**src/hw/rtl/sdc_pkg.sv**
```systemverilog
// ----------------------------------------------------------------------------
// SD card command core package
// Types, state codes, command indexes and status bit masks of the core.
// ----------------------------------------------------------------------------
`default_nettype none

package sdc_pkg;

  // Card geometry.
  localparam logic [32:0] CARD_BYTES     = 33'd4194304;
  localparam int          MAX_BLOCK_LOG2 = 9;
  localparam int          BLK_LEN_W      = MAX_BLOCK_LOG2 + 1;
  localparam logic [32:0] MAX_BLOCK_LEN  = 33'd1 << MAX_BLOCK_LOG2;

  // Item kinds.
  localparam logic [1:0] KIND_CMD   = 2'd0;
  localparam logic [1:0] KIND_READ  = 2'd1;
  localparam logic [1:0] KIND_WRITE = 2'd2;
  localparam logic [1:0] KIND_NONE  = 2'd3;

  // Configuration register indexes.
  localparam logic [1:0] REG_CID_HIGH = 2'd0;
  localparam logic [1:0] REG_CID_LOW  = 2'd1;
  localparam logic [1:0] REG_CSD_HIGH = 2'd2;
  localparam logic [1:0] REG_CSD_LOW  = 2'd3;

  // Card states.
  localparam logic [3:0] ST_IDLE  = 4'd0;
  localparam logic [3:0] ST_READY = 4'd1;
  localparam logic [3:0] ST_IDENT = 4'd2;
  localparam logic [3:0] ST_STBY  = 4'd3;
  localparam logic [3:0] ST_TRAN  = 4'd4;
  localparam logic [3:0] ST_DATA  = 4'd5;
  localparam logic [3:0] ST_RCV   = 4'd6;
  localparam logic [3:0] ST_PRG   = 4'd7;
  localparam logic [3:0] ST_DIS   = 4'd8;

  // Command indexes.
  localparam logic [5:0] IDX_GO_IDLE         = 6'd0;
  localparam logic [5:0] IDX_SEND_OP_COND    = 6'd1;
  localparam logic [5:0] IDX_ALL_SEND_CID    = 6'd2;
  localparam logic [5:0] IDX_SEND_RCA        = 6'd3;
  localparam logic [5:0] IDX_SET_DSR         = 6'd4;
  localparam logic [5:0] IDX_SWITCH          = 6'd6;
  localparam logic [5:0] IDX_SELECT          = 6'd7;
  localparam logic [5:0] IDX_SEND_IF_COND    = 6'd8;
  localparam logic [5:0] IDX_SEND_CSD        = 6'd9;
  localparam logic [5:0] IDX_SEND_CID        = 6'd10;
  localparam logic [5:0] IDX_STOP            = 6'd12;
  localparam logic [5:0] IDX_SEND_STATUS     = 6'd13;
  localparam logic [5:0] IDX_GO_INACTIVE     = 6'd15;
  localparam logic [5:0] IDX_SET_BLOCKLEN    = 6'd16;
  localparam logic [5:0] IDX_READ_SINGLE     = 6'd17;
  localparam logic [5:0] IDX_READ_MULTI      = 6'd18;
  localparam logic [5:0] IDX_SET_BLOCK_COUNT = 6'd23;
  localparam logic [5:0] IDX_WRITE_SINGLE    = 6'd24;
  localparam logic [5:0] IDX_WRITE_MULTI     = 6'd25;
  localparam logic [5:0] IDX_APP_OP_COND     = 6'd41;
  localparam logic [5:0] IDX_SEND_SCR        = 6'd51;
  localparam logic [5:0] IDX_APP_CMD         = 6'd55;

  // Status word masks.
  localparam logic [31:0] CLR_ON_READ  = 32'hfd39a028;
  localparam logic [31:0] R6_FIELDS    = 32'h00c81fff;
  localparam logic [31:0] R6_CLEAR     = CLR_ON_READ & R6_FIELDS;
  localparam logic [31:0] OCR_VALUE    = 32'h80ffff00;
  localparam logic [31:0] STATUS_RESET = 32'h00000100;
  localparam logic [31:0] STATE_KEEP   = 32'hffffe1ff;
  localparam logic [31:0] BIT_ADDR_ERR = 32'h40000000;
  localparam logic [31:0] BIT_BLEN_ERR = 32'h20000000;
  localparam logic [31:0] BIT_ILLEGAL  = 32'h00400000;
  localparam logic [31:0] BIT_APP      = 32'h00000020;

  typedef struct packed {
    logic [1:0]  command;
    logic [5:0]  cmd_index;
    logic [31:0] cmd_argument;
    logic [10:0] block_count;
    logic [10:0] block_size;
  } in_item_t;

  typedef struct packed {
    logic [31:0] resp_word0;
    logic [31:0] resp_word1;
    logic [31:0] resp_word2;
    logic [31:0] resp_word3;
    logic        xfer_accepted;
    logic [10:0] xfer_blocks;
    logic [10:0] xfer_block_size;
    logic [31:0] xfer_address;
  } out_item_t;

  typedef struct packed {
    logic [63:0] cid_high;
    logic [63:0] cid_low;
    logic [63:0] csd_high;
    logic [63:0] csd_low;
  } card_regs_t;

endpackage

`default_nettype wire

```
**src/hw/rtl/sdc_in_if.sv**
```systemverilog
// ----------------------------------------------------------------------------
// SD card command core input channel
// Valid/ready channel carrying one command or transfer request.
// ----------------------------------------------------------------------------
`default_nettype none

interface sdc_in_if;
  logic        valid;
  logic        ready;
  logic [1:0]  command;
  logic [5:0]  cmd_index;
  logic [31:0] cmd_argument;
  logic [10:0] block_count;
  logic [10:0] block_size;

  modport source (
    output valid, command, cmd_index, cmd_argument, block_count, block_size,
    input  ready
  );
  modport sink (
    input  valid, command, cmd_index, cmd_argument, block_count, block_size,
    output ready
  );
endinterface

`default_nettype wire

```
**src/hw/rtl/sdc_out_if.sv**
```systemverilog
// ----------------------------------------------------------------------------
// SD card command core result channel
// Valid/ready channel carrying one response or transfer grant.
// ----------------------------------------------------------------------------
`default_nettype none

interface sdc_out_if;
  logic        valid;
  logic        ready;
  logic [31:0] resp_word0;
  logic [31:0] resp_word1;
  logic [31:0] resp_word2;
  logic [31:0] resp_word3;
  logic        xfer_accepted;
  logic [10:0] xfer_blocks;
  logic [10:0] xfer_block_size;
  logic [31:0] xfer_address;

  modport source (
    output valid, resp_word0, resp_word1, resp_word2, resp_word3,
           xfer_accepted, xfer_blocks, xfer_block_size, xfer_address,
    input  ready
  );
  modport sink (
    input  valid, resp_word0, resp_word1, resp_word2, resp_word3,
           xfer_accepted, xfer_blocks, xfer_block_size, xfer_address,
    output ready
  );
  modport monitor (
    input valid, ready, resp_word0, resp_word1, resp_word2, resp_word3,
          xfer_accepted, xfer_blocks, xfer_block_size, xfer_address
  );
endinterface

`default_nettype wire

```
**src/hw/rtl/sdc_cfg_if.sv**
```systemverilog
// ----------------------------------------------------------------------------
// SD card command core configuration channel
// Valid/ready write channel carrying a register index and write data.
// ----------------------------------------------------------------------------
`default_nettype none

interface sdc_cfg_if;
  logic        valid;
  logic        ready;
  logic [1:0]  reg_index;
  logic [63:0] wr_data;

  modport source (output valid, reg_index, wr_data, input ready);
  modport sink   (input valid, reg_index, wr_data, output ready);
endinterface

`default_nettype wire

```
**src/hw/rtl/sdc_cfg_regs.sv**
```systemverilog
// ----------------------------------------------------------------------------
// SD card command core configuration registers
// Holds the CID and CSD contents returned by R2 responses.
// ----------------------------------------------------------------------------
`default_nettype none

module sdc_cfg_regs (
  input  wire              clk,
  input  wire              rst_n,
  sdc_cfg_if.sink          cfg_chan,
  output sdc_pkg::card_regs_t regs
);

  sdc_pkg::card_regs_t regs_r;
  sdc_pkg::card_regs_t regs_nxt;

  assign cfg_chan.ready = 1'b1;
  assign regs           = regs_r;

  always_comb begin
    regs_nxt = regs_r;
    if (cfg_chan.valid) begin
      case (cfg_chan.reg_index)
        sdc_pkg::REG_CID_HIGH: regs_nxt.cid_high = cfg_chan.wr_data;
        sdc_pkg::REG_CID_LOW:  regs_nxt.cid_low  = cfg_chan.wr_data;
        sdc_pkg::REG_CSD_HIGH: regs_nxt.csd_high = cfg_chan.wr_data;
        sdc_pkg::REG_CSD_LOW:  regs_nxt.csd_low  = cfg_chan.wr_data;
        default: regs_nxt = regs_r;
      endcase
    end
  end

  always_ff @(posedge clk) begin
    if (!rst_n) begin
      regs_r <= '0;
    end else begin
      regs_r <= regs_nxt;
    end
  end

endmodule

`default_nettype wire

```
**src/hw/rtl/sdc_in_stage.sv**
```systemverilog
// ----------------------------------------------------------------------------
// SD card command core input register
// Captures one transaction and holds it until the engine consumes it.
// ----------------------------------------------------------------------------
`default_nettype none

module sdc_in_stage (
  input  wire               clk,
  input  wire               rst_n,
  sdc_in_if.sink            in_chan,
  input  wire               take,
  output logic              item_valid,
  output sdc_pkg::in_item_t item
);

  logic              vld_r;
  logic              vld_nxt;
  sdc_pkg::in_item_t item_r;
  logic              load;

  assign in_chan.ready = !vld_r || take;
  assign load          = in_chan.valid && in_chan.ready;
  assign item_valid    = vld_r;
  assign item          = item_r;

  always_comb begin
    vld_nxt = vld_r;
    if (load) begin
      vld_nxt = 1'b1;
    end else if (take) begin
      vld_nxt = 1'b0;
    end
  end

  always_ff @(posedge clk) begin
    if (!rst_n) begin
      vld_r <= 1'b0;
    end else begin
      vld_r <= vld_nxt;
    end
  end

  always_ff @(posedge clk) begin
    if (load) begin
      item_r <= '{command:      in_chan.command,
                  cmd_index:    in_chan.cmd_index,
                  cmd_argument: in_chan.cmd_argument,
                  block_count:  in_chan.block_count,
                  block_size:   in_chan.block_size};
    end
  end

endmodule

`default_nettype wire

```
**src/hw/rtl/sdc_engine.sv**
```systemverilog
// ----------------------------------------------------------------------------
// SD card command core engine
// Card state, status word and transfer bookkeeping; forms one result per command or transfer item.
// ----------------------------------------------------------------------------
`default_nettype none

module sdc_engine (
  input  wire                 clk,
  input  wire                 rst_n,
  input  wire                 fire,
  input  sdc_pkg::in_item_t   item,
  input  sdc_pkg::card_regs_t regs,
  output logic                res_valid,
  output sdc_pkg::out_item_t  res
);

  localparam int BW = sdc_pkg::BLK_LEN_W;

  logic [3:0]    card_state_r, card_state_nxt;
  logic [31:0]   status_r,     status_nxt;
  logic [15:0]   rca_r,        rca_nxt;
  logic [31:0]   ifc_r,        ifc_nxt;
  logic          app_r,        app_nxt;
  logic [5:0]    last_cmd_r,   last_cmd_nxt;
  logic [BW-1:0] blk_len_r,    blk_len_nxt;
  logic [31:0]   offset_r,     offset_nxt;

  logic [31:0]   st_run;
  logic [31:0]   st_ref;
  logic [32:0]   addr_end;
  logic          addr_bad;
  logic [21:0]   xfer_bytes;
  logic          in_place;
  logic          cmd_ok;

  assign addr_end   = {1'b0, item.cmd_argument} + 33'(blk_len_r);
  assign addr_bad   = addr_end > sdc_pkg::CARD_BYTES;
  assign xfer_bytes = 22'(item.block_count) * 22'(item.block_size);

  always_comb begin
    card_state_nxt = card_state_r;
    status_nxt     = status_r;
    rca_nxt        = rca_r;
    ifc_nxt        = ifc_r;
    app_nxt        = app_r;
    last_cmd_nxt   = last_cmd_r;
    blk_len_nxt    = blk_len_r;
    offset_nxt     = offset_r;
    st_run         = status_r;
    st_ref         = status_r;
    in_place       = 1'b0;
    cmd_ok         = 1'b0;
    res_valid      = 1'b0;
    res            = '0;

    case (item.command)
      sdc_pkg::KIND_CMD: begin
        res_valid    = fire;
        last_cmd_nxt = item.cmd_index;
        if (app_r) begin
          // Application command: only a few indexes are defined.
          app_nxt    = 1'b0;
          offset_nxt = '0;
          case (item.cmd_index)
            sdc_pkg::IDX_SWITCH: ;
            sdc_pkg::IDX_APP_OP_COND: card_state_nxt = sdc_pkg::ST_READY;
            sdc_pkg::IDX_SEND_STATUS, sdc_pkg::IDX_SEND_SCR:
              card_state_nxt = sdc_pkg::ST_DATA;
            default: st_run = st_run | sdc_pkg::BIT_ILLEGAL;
          endcase
        end else begin
          st_run = st_run & ~sdc_pkg::BIT_APP;
          case (item.cmd_index)
            sdc_pkg::IDX_GO_IDLE: begin
              card_state_nxt = sdc_pkg::ST_IDLE;
              rca_nxt        = '0;
              st_run         = sdc_pkg::STATUS_RESET;
            end
            sdc_pkg::IDX_SEND_OP_COND: card_state_nxt = sdc_pkg::ST_TRAN;
            sdc_pkg::IDX_ALL_SEND_CID: card_state_nxt = sdc_pkg::ST_IDENT;
            sdc_pkg::IDX_SEND_RCA: begin
              card_state_nxt = sdc_pkg::ST_STBY;
              rca_nxt        = rca_r + 16'd1;
            end
            sdc_pkg::IDX_SET_DSR, sdc_pkg::IDX_SEND_STATUS: ;
            sdc_pkg::IDX_SWITCH: card_state_nxt = sdc_pkg::ST_READY;
            sdc_pkg::IDX_SELECT: begin
              case (card_state_r)
                sdc_pkg::ST_STBY: card_state_nxt = sdc_pkg::ST_TRAN;
                sdc_pkg::ST_TRAN: card_state_nxt = sdc_pkg::ST_STBY;
                sdc_pkg::ST_PRG:  card_state_nxt = sdc_pkg::ST_DIS;
                sdc_pkg::ST_DIS:  card_state_nxt = sdc_pkg::ST_PRG;
                default:          card_state_nxt = card_state_r;
              endcase
            end
            sdc_pkg::IDX_SEND_IF_COND: ifc_nxt = item.cmd_argument;
            sdc_pkg::IDX_SEND_CSD, sdc_pkg::IDX_SEND_CID:
              card_state_nxt = sdc_pkg::ST_STBY;
            sdc_pkg::IDX_STOP: begin
              card_state_nxt = sdc_pkg::ST_TRAN;
              offset_nxt     = '0;
            end
            sdc_pkg::IDX_GO_INACTIVE: card_state_nxt = sdc_pkg::ST_IDLE;
            sdc_pkg::IDX_SET_BLOCKLEN: begin
              if ({1'b0, item.cmd_argument} > sdc_pkg::MAX_BLOCK_LEN) begin
                st_run = st_run | sdc_pkg::BIT_BLEN_ERR;
              end else begin
                blk_len_nxt = item.cmd_argument[BW-1:0];
              end
            end
            sdc_pkg::IDX_READ_SINGLE, sdc_pkg::IDX_READ_MULTI: begin
              card_state_nxt = sdc_pkg::ST_DATA;
              offset_nxt     = item.cmd_argument;
              if (addr_bad) st_run = st_run | sdc_pkg::BIT_ADDR_ERR;
            end
            sdc_pkg::IDX_SET_BLOCK_COUNT: ;
            sdc_pkg::IDX_WRITE_SINGLE, sdc_pkg::IDX_WRITE_MULTI: begin
              card_state_nxt = sdc_pkg::ST_RCV;
              offset_nxt     = item.cmd_argument;
              if (addr_bad) st_run = st_run | sdc_pkg::BIT_ADDR_ERR;
            end
            sdc_pkg::IDX_APP_CMD: begin
              st_run  = st_run | sdc_pkg::BIT_APP;
              app_nxt = 1'b1;
            end
            default: st_run = st_run | sdc_pkg::BIT_ILLEGAL;
          endcase
        end

        // Response: an illegal command answers with all-zero words and only drops
        // the illegal flag; otherwise the current state is folded in first.
        if ((st_run & sdc_pkg::BIT_ILLEGAL) != '0) begin
          status_nxt = st_run & ~sdc_pkg::BIT_ILLEGAL;
        end else begin
          st_ref     = (st_run & sdc_pkg::STATE_KEEP) | {19'd0, card_state_nxt, 9'd0};
          status_nxt = st_ref;
          case (item.cmd_index)
            sdc_pkg::IDX_GO_IDLE, sdc_pkg::IDX_SET_DSR: ;
            sdc_pkg::IDX_ALL_SEND_CID, sdc_pkg::IDX_SEND_CID: begin
              res.resp_word0 = regs.cid_high[63:32];
              res.resp_word1 = regs.cid_high[31:0];
              res.resp_word2 = regs.cid_low[63:32];
              res.resp_word3 = regs.cid_low[31:0];
            end
            sdc_pkg::IDX_SEND_CSD: begin
              res.resp_word0 = regs.csd_high[63:32];
              res.resp_word1 = regs.csd_high[31:0];
              res.resp_word2 = regs.csd_low[63:32];
              res.resp_word3 = regs.csd_low[31:0];
            end
            sdc_pkg::IDX_SEND_OP_COND, sdc_pkg::IDX_APP_OP_COND:
              res.resp_word0 = sdc_pkg::OCR_VALUE;
            sdc_pkg::IDX_SEND_RCA: begin
              res.resp_word0 = {rca_nxt, st_ref[23:22], st_ref[19], st_ref[12:0]};
              status_nxt     = st_ref & ~sdc_pkg::R6_CLEAR;
            end
            sdc_pkg::IDX_SEND_IF_COND: res.resp_word0 = ifc_nxt;
            default: begin
              res.resp_word0 = st_ref;
              status_nxt     = st_ref & ~sdc_pkg::CLR_ON_READ;
            end
          endcase
        end
      end

      sdc_pkg::KIND_READ, sdc_pkg::KIND_WRITE: begin
        res_valid = fire;
        if (item.command == sdc_pkg::KIND_READ) begin
          in_place = card_state_r == sdc_pkg::ST_DATA;
          cmd_ok   = last_cmd_r == sdc_pkg::IDX_SEND_SCR ||
                     last_cmd_r == sdc_pkg::IDX_SEND_STATUS ||
                     last_cmd_r == sdc_pkg::IDX_READ_SINGLE ||
                     last_cmd_r == sdc_pkg::IDX_READ_MULTI;
        end else begin
          in_place = card_state_r == sdc_pkg::ST_RCV;
          cmd_ok   = last_cmd_r == sdc_pkg::IDX_WRITE_SINGLE ||
                     last_cmd_r == sdc_pkg::IDX_WRITE_MULTI;
        end
        // The offset advances whenever the card is in the transfer state,
        // even if the preceding command does not allow the transfer.
        if (in_place) begin
          offset_nxt = offset_r + 32'(xfer_bytes);
        end
        if (in_place && cmd_ok) begin
          res.xfer_accepted   = 1'b1;
          res.xfer_blocks     = item.block_count;
          res.xfer_block_size = item.block_size;
          res.xfer_address    = offset_r;
        end else begin
          card_state_nxt = sdc_pkg::ST_TRAN;
        end
      end

      default: ;
    endcase
  end

  always_ff @(posedge clk) begin
    if (!rst_n) begin
      card_state_r <= sdc_pkg::ST_IDLE;
      status_r     <= sdc_pkg::STATUS_RESET;
      rca_r        <= '0;
      ifc_r        <= '0;
      app_r        <= 1'b0;
      last_cmd_r   <= '0;
      blk_len_r    <= '0;
      offset_r     <= '0;
    end else if (fire) begin
      card_state_r <= card_state_nxt;
      status_r     <= status_nxt;
      rca_r        <= rca_nxt;
      ifc_r        <= ifc_nxt;
      app_r        <= app_nxt;
      last_cmd_r   <= last_cmd_nxt;
      blk_len_r    <= blk_len_nxt;
      offset_r     <= offset_nxt;
    end
  end

endmodule

`default_nettype wire

```
**src/hw/rtl/sdc_out_stage.sv**
```systemverilog
// ----------------------------------------------------------------------------
// SD card command core result register
// Holds one result transaction until the receiver takes it.
// ----------------------------------------------------------------------------
`default_nettype none

module sdc_out_stage (
  input  wire                clk,
  input  wire                rst_n,
  input  wire                res_valid,
  input  sdc_pkg::out_item_t res,
  output logic               stage_free,
  sdc_out_if.source          out_chan
);

  logic               vld_r;
  logic               vld_nxt;
  sdc_pkg::out_item_t res_r;

  assign stage_free = !vld_r || out_chan.ready;

  always_comb begin
    vld_nxt = vld_r && !out_chan.ready;
    if (res_valid) begin
      vld_nxt = 1'b1;
    end
  end

  always_ff @(posedge clk) begin
    if (!rst_n) begin
      vld_r <= 1'b0;
    end else begin
      vld_r <= vld_nxt;
    end
  end

  always_ff @(posedge clk) begin
    if (res_valid) begin
      res_r <= res;
    end
  end

  assign out_chan.valid           = vld_r;
  assign out_chan.resp_word0      = res_r.resp_word0;
  assign out_chan.resp_word1      = res_r.resp_word1;
  assign out_chan.resp_word2      = res_r.resp_word2;
  assign out_chan.resp_word3      = res_r.resp_word3;
  assign out_chan.xfer_accepted   = res_r.xfer_accepted;
  assign out_chan.xfer_blocks     = res_r.xfer_blocks;
  assign out_chan.xfer_block_size = res_r.xfer_block_size;
  assign out_chan.xfer_address    = res_r.xfer_address;

endmodule

`default_nettype wire

```
**src/hw/rtl/sd_card_command_state_machine_core.sv**
```systemverilog
// ----------------------------------------------------------------------------
// SD card command state machine core
// Card side of the SD command interface: commands in, responses out.
// ----------------------------------------------------------------------------
// Usage:
//   in_chan carries one transaction per item: a card command (index and
//   argument) or a read or write transfer request (block count and size).
//   out_chan returns one result per item: R1/R2/R3/R6/R7 response words for
//   a command, or the grant (geometry and start offset) of a transfer.
//   Items of kind 3 are consumed and give no result.
//   cfg_chan writes the CID and CSD registers and is always ready; the user
//   writes it only while no item is in flight, which the core does not enforce.
//   A transaction accepted on in_chan is registered in the input register,
//   passes through the engine into the result register, and is shown on
//   out_chan from there.
//   Throughput: one item per cycle while results are taken; the card state
//   update is one pass of logic between the input and result registers.
//   Reset puts the card in idle with the status word at ready for data, and
//   clears the address, the transfer offset and the CID/CSD contents.
//   When the receiver stalls, the result register holds, the input register
//   fills, and in_chan.ready drops until the result is taken.
// ----------------------------------------------------------------------------
`default_nettype none

module sd_card_command_state_machine_core (
  input  wire       clk,
  input  wire       rst_n,
  sdc_in_if.sink    in_chan,
  sdc_out_if.source out_chan,
  sdc_cfg_if.sink   cfg_chan
);

  sdc_pkg::card_regs_t regs;
  sdc_pkg::in_item_t   item;
  sdc_pkg::out_item_t  res;
  logic                item_valid;
  logic                stage_free;
  logic                fire;
  logic                res_valid;

  assign fire = item_valid && stage_free;

  sdc_cfg_regs u_cfg_regs (
    .clk      (clk),
    .rst_n    (rst_n),
    .cfg_chan (cfg_chan),
    .regs     (regs)
  );

  sdc_in_stage u_in_stage (
    .clk        (clk),
    .rst_n      (rst_n),
    .in_chan    (in_chan),
    .take       (fire),
    .item_valid (item_valid),
    .item       (item)
  );

  sdc_engine u_engine (
    .clk       (clk),
    .rst_n     (rst_n),
    .fire      (fire),
    .item      (item),
    .regs      (regs),
    .res_valid (res_valid),
    .res       (res)
  );

  sdc_out_stage u_out_stage (
    .clk        (clk),
    .rst_n      (rst_n),
    .res_valid  (res_valid),
    .res        (res),
    .stage_free (stage_free),
    .out_chan   (out_chan)
  );

endmodule

`default_nettype wire

```
**src/flat_wrapper.sv**
```systemverilog
// flat-port wrapper written by rule: the top's interface ports become plain ports
module sd_card_command_state_machine_core_flat 
  (clk, rst_n, in_chan_valid, in_chan_command, in_chan_cmd_index, in_chan_cmd_argument, in_chan_block_count, in_chan_block_size, in_chan_ready, out_chan_valid, out_chan_resp_word0, out_chan_resp_word1, out_chan_resp_word2, out_chan_resp_word3, out_chan_xfer_accepted, out_chan_xfer_blocks, out_chan_xfer_block_size, out_chan_xfer_address, out_chan_ready, cfg_chan_valid, cfg_chan_reg_index, cfg_chan_wr_data, cfg_chan_ready);
  sdc_in_if in_chan_i ();
  sdc_out_if out_chan_i ();
  sdc_cfg_if cfg_chan_i ();
  input  wire clk;
  input  wire rst_n;
  input wire logic [$bits(in_chan_i.valid)-1:0] in_chan_valid;
  input wire logic [$bits(in_chan_i.command)-1:0] in_chan_command;
  input wire logic [$bits(in_chan_i.cmd_index)-1:0] in_chan_cmd_index;
  input wire logic [$bits(in_chan_i.cmd_argument)-1:0] in_chan_cmd_argument;
  input wire logic [$bits(in_chan_i.block_count)-1:0] in_chan_block_count;
  input wire logic [$bits(in_chan_i.block_size)-1:0] in_chan_block_size;
  output wire logic [$bits(in_chan_i.ready)-1:0] in_chan_ready;
  output wire logic [$bits(out_chan_i.valid)-1:0] out_chan_valid;
  output wire logic [$bits(out_chan_i.resp_word0)-1:0] out_chan_resp_word0;
  output wire logic [$bits(out_chan_i.resp_word1)-1:0] out_chan_resp_word1;
  output wire logic [$bits(out_chan_i.resp_word2)-1:0] out_chan_resp_word2;
  output wire logic [$bits(out_chan_i.resp_word3)-1:0] out_chan_resp_word3;
  output wire logic [$bits(out_chan_i.xfer_accepted)-1:0] out_chan_xfer_accepted;
  output wire logic [$bits(out_chan_i.xfer_blocks)-1:0] out_chan_xfer_blocks;
  output wire logic [$bits(out_chan_i.xfer_block_size)-1:0] out_chan_xfer_block_size;
  output wire logic [$bits(out_chan_i.xfer_address)-1:0] out_chan_xfer_address;
  input wire logic [$bits(out_chan_i.ready)-1:0] out_chan_ready;
  input wire logic [$bits(cfg_chan_i.valid)-1:0] cfg_chan_valid;
  input wire logic [$bits(cfg_chan_i.reg_index)-1:0] cfg_chan_reg_index;
  input wire logic [$bits(cfg_chan_i.wr_data)-1:0] cfg_chan_wr_data;
  output wire logic [$bits(cfg_chan_i.ready)-1:0] cfg_chan_ready;
  assign in_chan_i.valid = in_chan_valid;
  assign in_chan_i.command = in_chan_command;
  assign in_chan_i.cmd_index = in_chan_cmd_index;
  assign in_chan_i.cmd_argument = in_chan_cmd_argument;
  assign in_chan_i.block_count = in_chan_block_count;
  assign in_chan_i.block_size = in_chan_block_size;
  assign in_chan_ready = in_chan_i.ready;
  assign out_chan_valid = out_chan_i.valid;
  assign out_chan_resp_word0 = out_chan_i.resp_word0;
  assign out_chan_resp_word1 = out_chan_i.resp_word1;
  assign out_chan_resp_word2 = out_chan_i.resp_word2;
  assign out_chan_resp_word3 = out_chan_i.resp_word3;
  assign out_chan_xfer_accepted = out_chan_i.xfer_accepted;
  assign out_chan_xfer_blocks = out_chan_i.xfer_blocks;
  assign out_chan_xfer_block_size = out_chan_i.xfer_block_size;
  assign out_chan_xfer_address = out_chan_i.xfer_address;
  assign out_chan_i.ready = out_chan_ready;
  assign cfg_chan_i.valid = cfg_chan_valid;
  assign cfg_chan_i.reg_index = cfg_chan_reg_index;
  assign cfg_chan_i.wr_data = cfg_chan_wr_data;
  assign cfg_chan_ready = cfg_chan_i.ready;
  sd_card_command_state_machine_core u_core (.clk(clk), .rst_n(rst_n), .in_chan(in_chan_i), .out_chan(out_chan_i), .cfg_chan(cfg_chan_i));
endmodule
```
**config.mk**
```make
export PLATFORM = sky130hd
export DESIGN_NAME = sd_card_command_state_machine_core_flat
export DESIGN_NICKNAME = d
export VERILOG_FILES = /design/src/hw/rtl/sdc_pkg.sv /design/src/hw/rtl/sdc_in_if.sv /design/src/hw/rtl/sdc_out_if.sv /design/src/hw/rtl/sdc_cfg_if.sv /design/src/hw/rtl/sdc_cfg_regs.sv /design/src/hw/rtl/sdc_in_stage.sv /design/src/hw/rtl/sdc_engine.sv /design/src/hw/rtl/sdc_out_stage.sv /design/src/hw/rtl/sd_card_command_state_machine_core.sv /design/src/flat_wrapper.sv
export SDC_FILE = /design/constraint.sdc
export NUM_CORES = 2
export LEC_CHECK = 0
export CAP_MARGIN = 20
export CORE_ASPECT_RATIO = 1.4
export CORE_MARGIN = 3
export CORE_UTILIZATION = 30
export CTS_CLUSTER_DIAMETER = 200
export DETAILED_ROUTE_END_ITERATION = 16
export DONT_BUFFER_PORTS = 1
export SYNTH_ARGS = -nofsm -noshare
export SYNTH_HDL_FRONTEND = slang
export SYNTH_SLANG_ARGS = --single-unit
```
**constraint.sdc**
```tcl
create_clock -name clk -period 20 [get_ports clk]
set_input_delay 4 -clock clk [delete_from_list [all_inputs] [get_ports clk]]
set_output_delay 4 -clock clk [all_outputs]
set_load 0.02 [all_outputs]
```
==> impl_metrics.toml <==
[synth]
synth_cell_type_count = 88
synth-xor-area-share_pct = 0.757
ys_seq_area_share_pct = 48.3
synth_edf_count = 245
async_flop_share_pct = 0
synth_compound_area_share_pct = 15.6
synth_cells = 3447
synth.area.mux_share_pct = 1.66
yosysWarnings = 0
synth-main-ff-cell = "dfxtp_1"
synthAdderAreaFrac_pct = 9.64
ys_seq_elements = 631
synth_top_family_by_area = "simple AND/OR/NAND/NOR gates"
syn_nets = 3759
syn_area_sq_um = 31200
syn_area_per_cell_sq_um = 9.06
synthSimpleGateAreaFrac_pct = 18.4

[power_and_ir_drop]
p_seq_share_pct = 40.4
p_clk_share_pct = 38.6
combPwrFrac_pct = 20.9
power_density_nw_per_um2 = 102
vdd_ir_drop_max_v = 0.0000682
leakagePower_nw = 12.4
p_sw_share_pct = 30.1
power_switching_mw = 1.07
p_int_mw = 2.48
power_mw = 3.55

[clocking]
clk_pin_slew_ns = 0.05
root_buffer = "clkbuf_16"
cts_resized = 0
cts_made_buffers = 72
postCtsHoldBufs = 0
cts_tree = "yes"
insertion_delay_ns = 0.62
cts-htree-levels = 3
post_cts_buffers = 0
max-clock-path-buffers = 3
numClockSinks = 631

[setup_path]
cp-end-kind = "output port"
worstPathArrival_ns = 4.30
cpPeakStageDelay_ns = 0.30
worstSetupPathType = "primary input to output port"
worstPathRequired_ns = 16.00
start_kind = "primary input"
crit_chain = "nand3b_1"
cp_num_buf_inv = 0
crit_path_top_delay_cell = "nand3b_1"
worstPathMaxFanout = 3
path_delay_family = "simple AND/OR/NAND/NOR gates"

[grt]
grtUsageTotal_pct = 17.2
met2_usage_pct = 28.3
antenna_found_initial = 18
met1_usage_pct = 21.5
grt_max_degree = 182
gr-total-overflow = 0
grt_use_met3_pct = 6.46
grt_first_pass_wirelength_mm = 145
grt-busiest-layer = "met2"
grt_pass1_vias = 23000

[placed_design]
placed_cell_area_sq_um = 32300
pre_cts_slack_ns = 11.70
dp.cells = 4577
hpwl_mm = 63.7
portBuffers = 0
gp_congestion = 0.894

[timing]
max_freq_mhz = 120
min_period_over_period_pct = 41.5
period_minus_slack_ns = 8.30
setup_viol = 0
worst_slew_pin_slew_ns = 1.11
fin_ws_ns = 11.70
skew_ns = 0.0235
relSlewSlack_pct = 26.2
timing.hold.ws_ns = 0.440
hold_viol = 0
fin_tns_setup_ns = 0
rsz0062_at_grt = "false"
slew_violations = 0

[layout]
multi_input_area_sq_um = 14500
fillCellCount = 10600
design_area_sq_um = 34800
final_cell_count_no_fill = 4715
drive_above_1_share_pct = 5.88
finalCoreUtilization_pct = 33.8
nets = 3624
regArea_sq_um = 15100
synthToLayoutAreaGrowth_pct = 11.4

[outcome]
status = "finished, final reports clean"

[floorplan]
num_io_pins = 319
die_x_um = 279
die_area_sq_um = 108000
core_sq_um = 103000
fp.dieH_um = 388
initial_core_util_pct = 30.3
rows = 139

[drt]
via_per_inst = 5.13
drt_iter0_markers = 1536
num_vias = 24200
drt-total-wl_mm = 95.4
avgRoutedWirePerCell_um = 20.2
antenna_left = 0
drcViolationCount = 0
firstDrtPassIters = 7

[worst_hold_path]
min_path_type = "flop to flop"

[run]
cap_violations = 0
[worst paths after layout]
check / from / end / slack (ns) / depth (start not counted)
max: out_chan_ready / in_chan_ready / 11.70 / 1
min: u_core.u_engine.status_r[8] / u_core.u_engine.status_r[8] / 0.44 / 1
max reg2reg: u_core.u_in_stage.item[15] / u_core.u_engine.offset_r[25] / 13.86 / 17
min reg2reg: u_core.u_engine.status_r[8] / u_core.u_engine.status_r[8] / 0.44 / 1
[logic make-up after synthesis]
family | after synthesis
muxes | 51
AOI/OAI and AO/OA | 795
buffers and inverters | 453
adders and majority gates | 179
DFF | 631
xor gates and xnor gates | 27
other | 1
and+or+nand+nor | 1310
[cell usage after synthesis, drive strengths merged, types with 10 or more instances]
master  count  area, sq um
clkbuf    186          699
a22oi     128          961
a211oi     25          193
edfxtp    245         7360
xor2       11         96.3
a21oi     390         1960
nor2      231          867
dfxtp     386         7730
a31oi      14         87.6
fa        103         2060
o21a       11         82.6
xnor2      16          140
nor2b      12         75.1
a21o       19          143
o211ai     10         80.1
buf        59          275
nand2     756         2840
a221oi     24          210
inv       207          777
o21ai      97          485
ha         76          951
and2      131          820
nand4      17          106
nor3       25          125
mux2i      45          450
nand2b     14         87.6
and3       21          131
nand3      43          215
nor4       15          106
[power groups by stage]
stage          Clock [mW]  Sequential (mW)  Combinational (mW)
2_1_floorplan           0             1.44               0.597
3_3_place_gp            0             1.46               0.733
3_5_place_dp            0             1.46               0.736
4_1_cts              1.41             1.43               0.745
5_1_grt              1.46             1.44               0.847
6_report             1.37             1.43               0.743
[metal layers]
metal	vias up	routed length (um)	part of all wire, %
met5	-	67	0.070
met4	10	1810	1.9
met3	127	9450	9.9
met2	778	44900	47
met1	11800	39100	41
li1	11500	-	-
[registers in the layout, summed over array words and instances, names as in the netlist, 32 cells and up]
signal	cells
u_core.u_cfg_regs.regs	256
u_core.u_in_stage.item	62
u_core.u_engine.ifc_r	32
u_core.u_engine.offset_r	32
u_core.u_out_stage.out_chan.resp_word0	32
u_core.u_out_stage.out_chan.resp_word1	32
u_core.u_out_stage.out_chan.resp_word2	32
u_core.u_out_stage.out_chan.resp_word3	32
u_core.u_out_stage.out_chan.xfer_address	32
[cells in the final DEF (no fill, tap or decap), types with 7 or more instances in the layout]
master and instances:
a22oi_1 128, o211ai_1 9, a211oi_1 24, inv_1 205
o21a_1 11, xor2_1 11, clkbuf_1 7, dfxtp_1 385
ha_1 76, a21o_1 19, a31oi_1 14, a311oi_1 9
nand2_1 755, nand2b_1 14, nand4_1 17, and3_1 20
and2_1 129, nor4_1 12, edfxtp_1 245, clkbuf_16 74
clkinv_2 13, nor2_1 229, mux2i_1 45, o21ai_0 92
clkbuf_8 11, nor2b_1 12, nor3_1 23, buf_4 34
xnor2_1 16, nand3_1 42, a221oi_1 24, clkinv_1 7
a21oi_1 388, fa_1 103, nor3b_1 7
[final cells by class]
cell class	count	area share, %
Inverter	208	2.27
Multi-Input combinational cell	2363	41.6
Sequential cell	631	43.4
Clock inverter	40	1.23
Clock buffer	92	5.83
Tap cell	1339	4.82
Antenna cell	6	0.0432
Timing Repair Buffer	36	0.870
No activity file was read; power rests on OpenSTA's default activity.
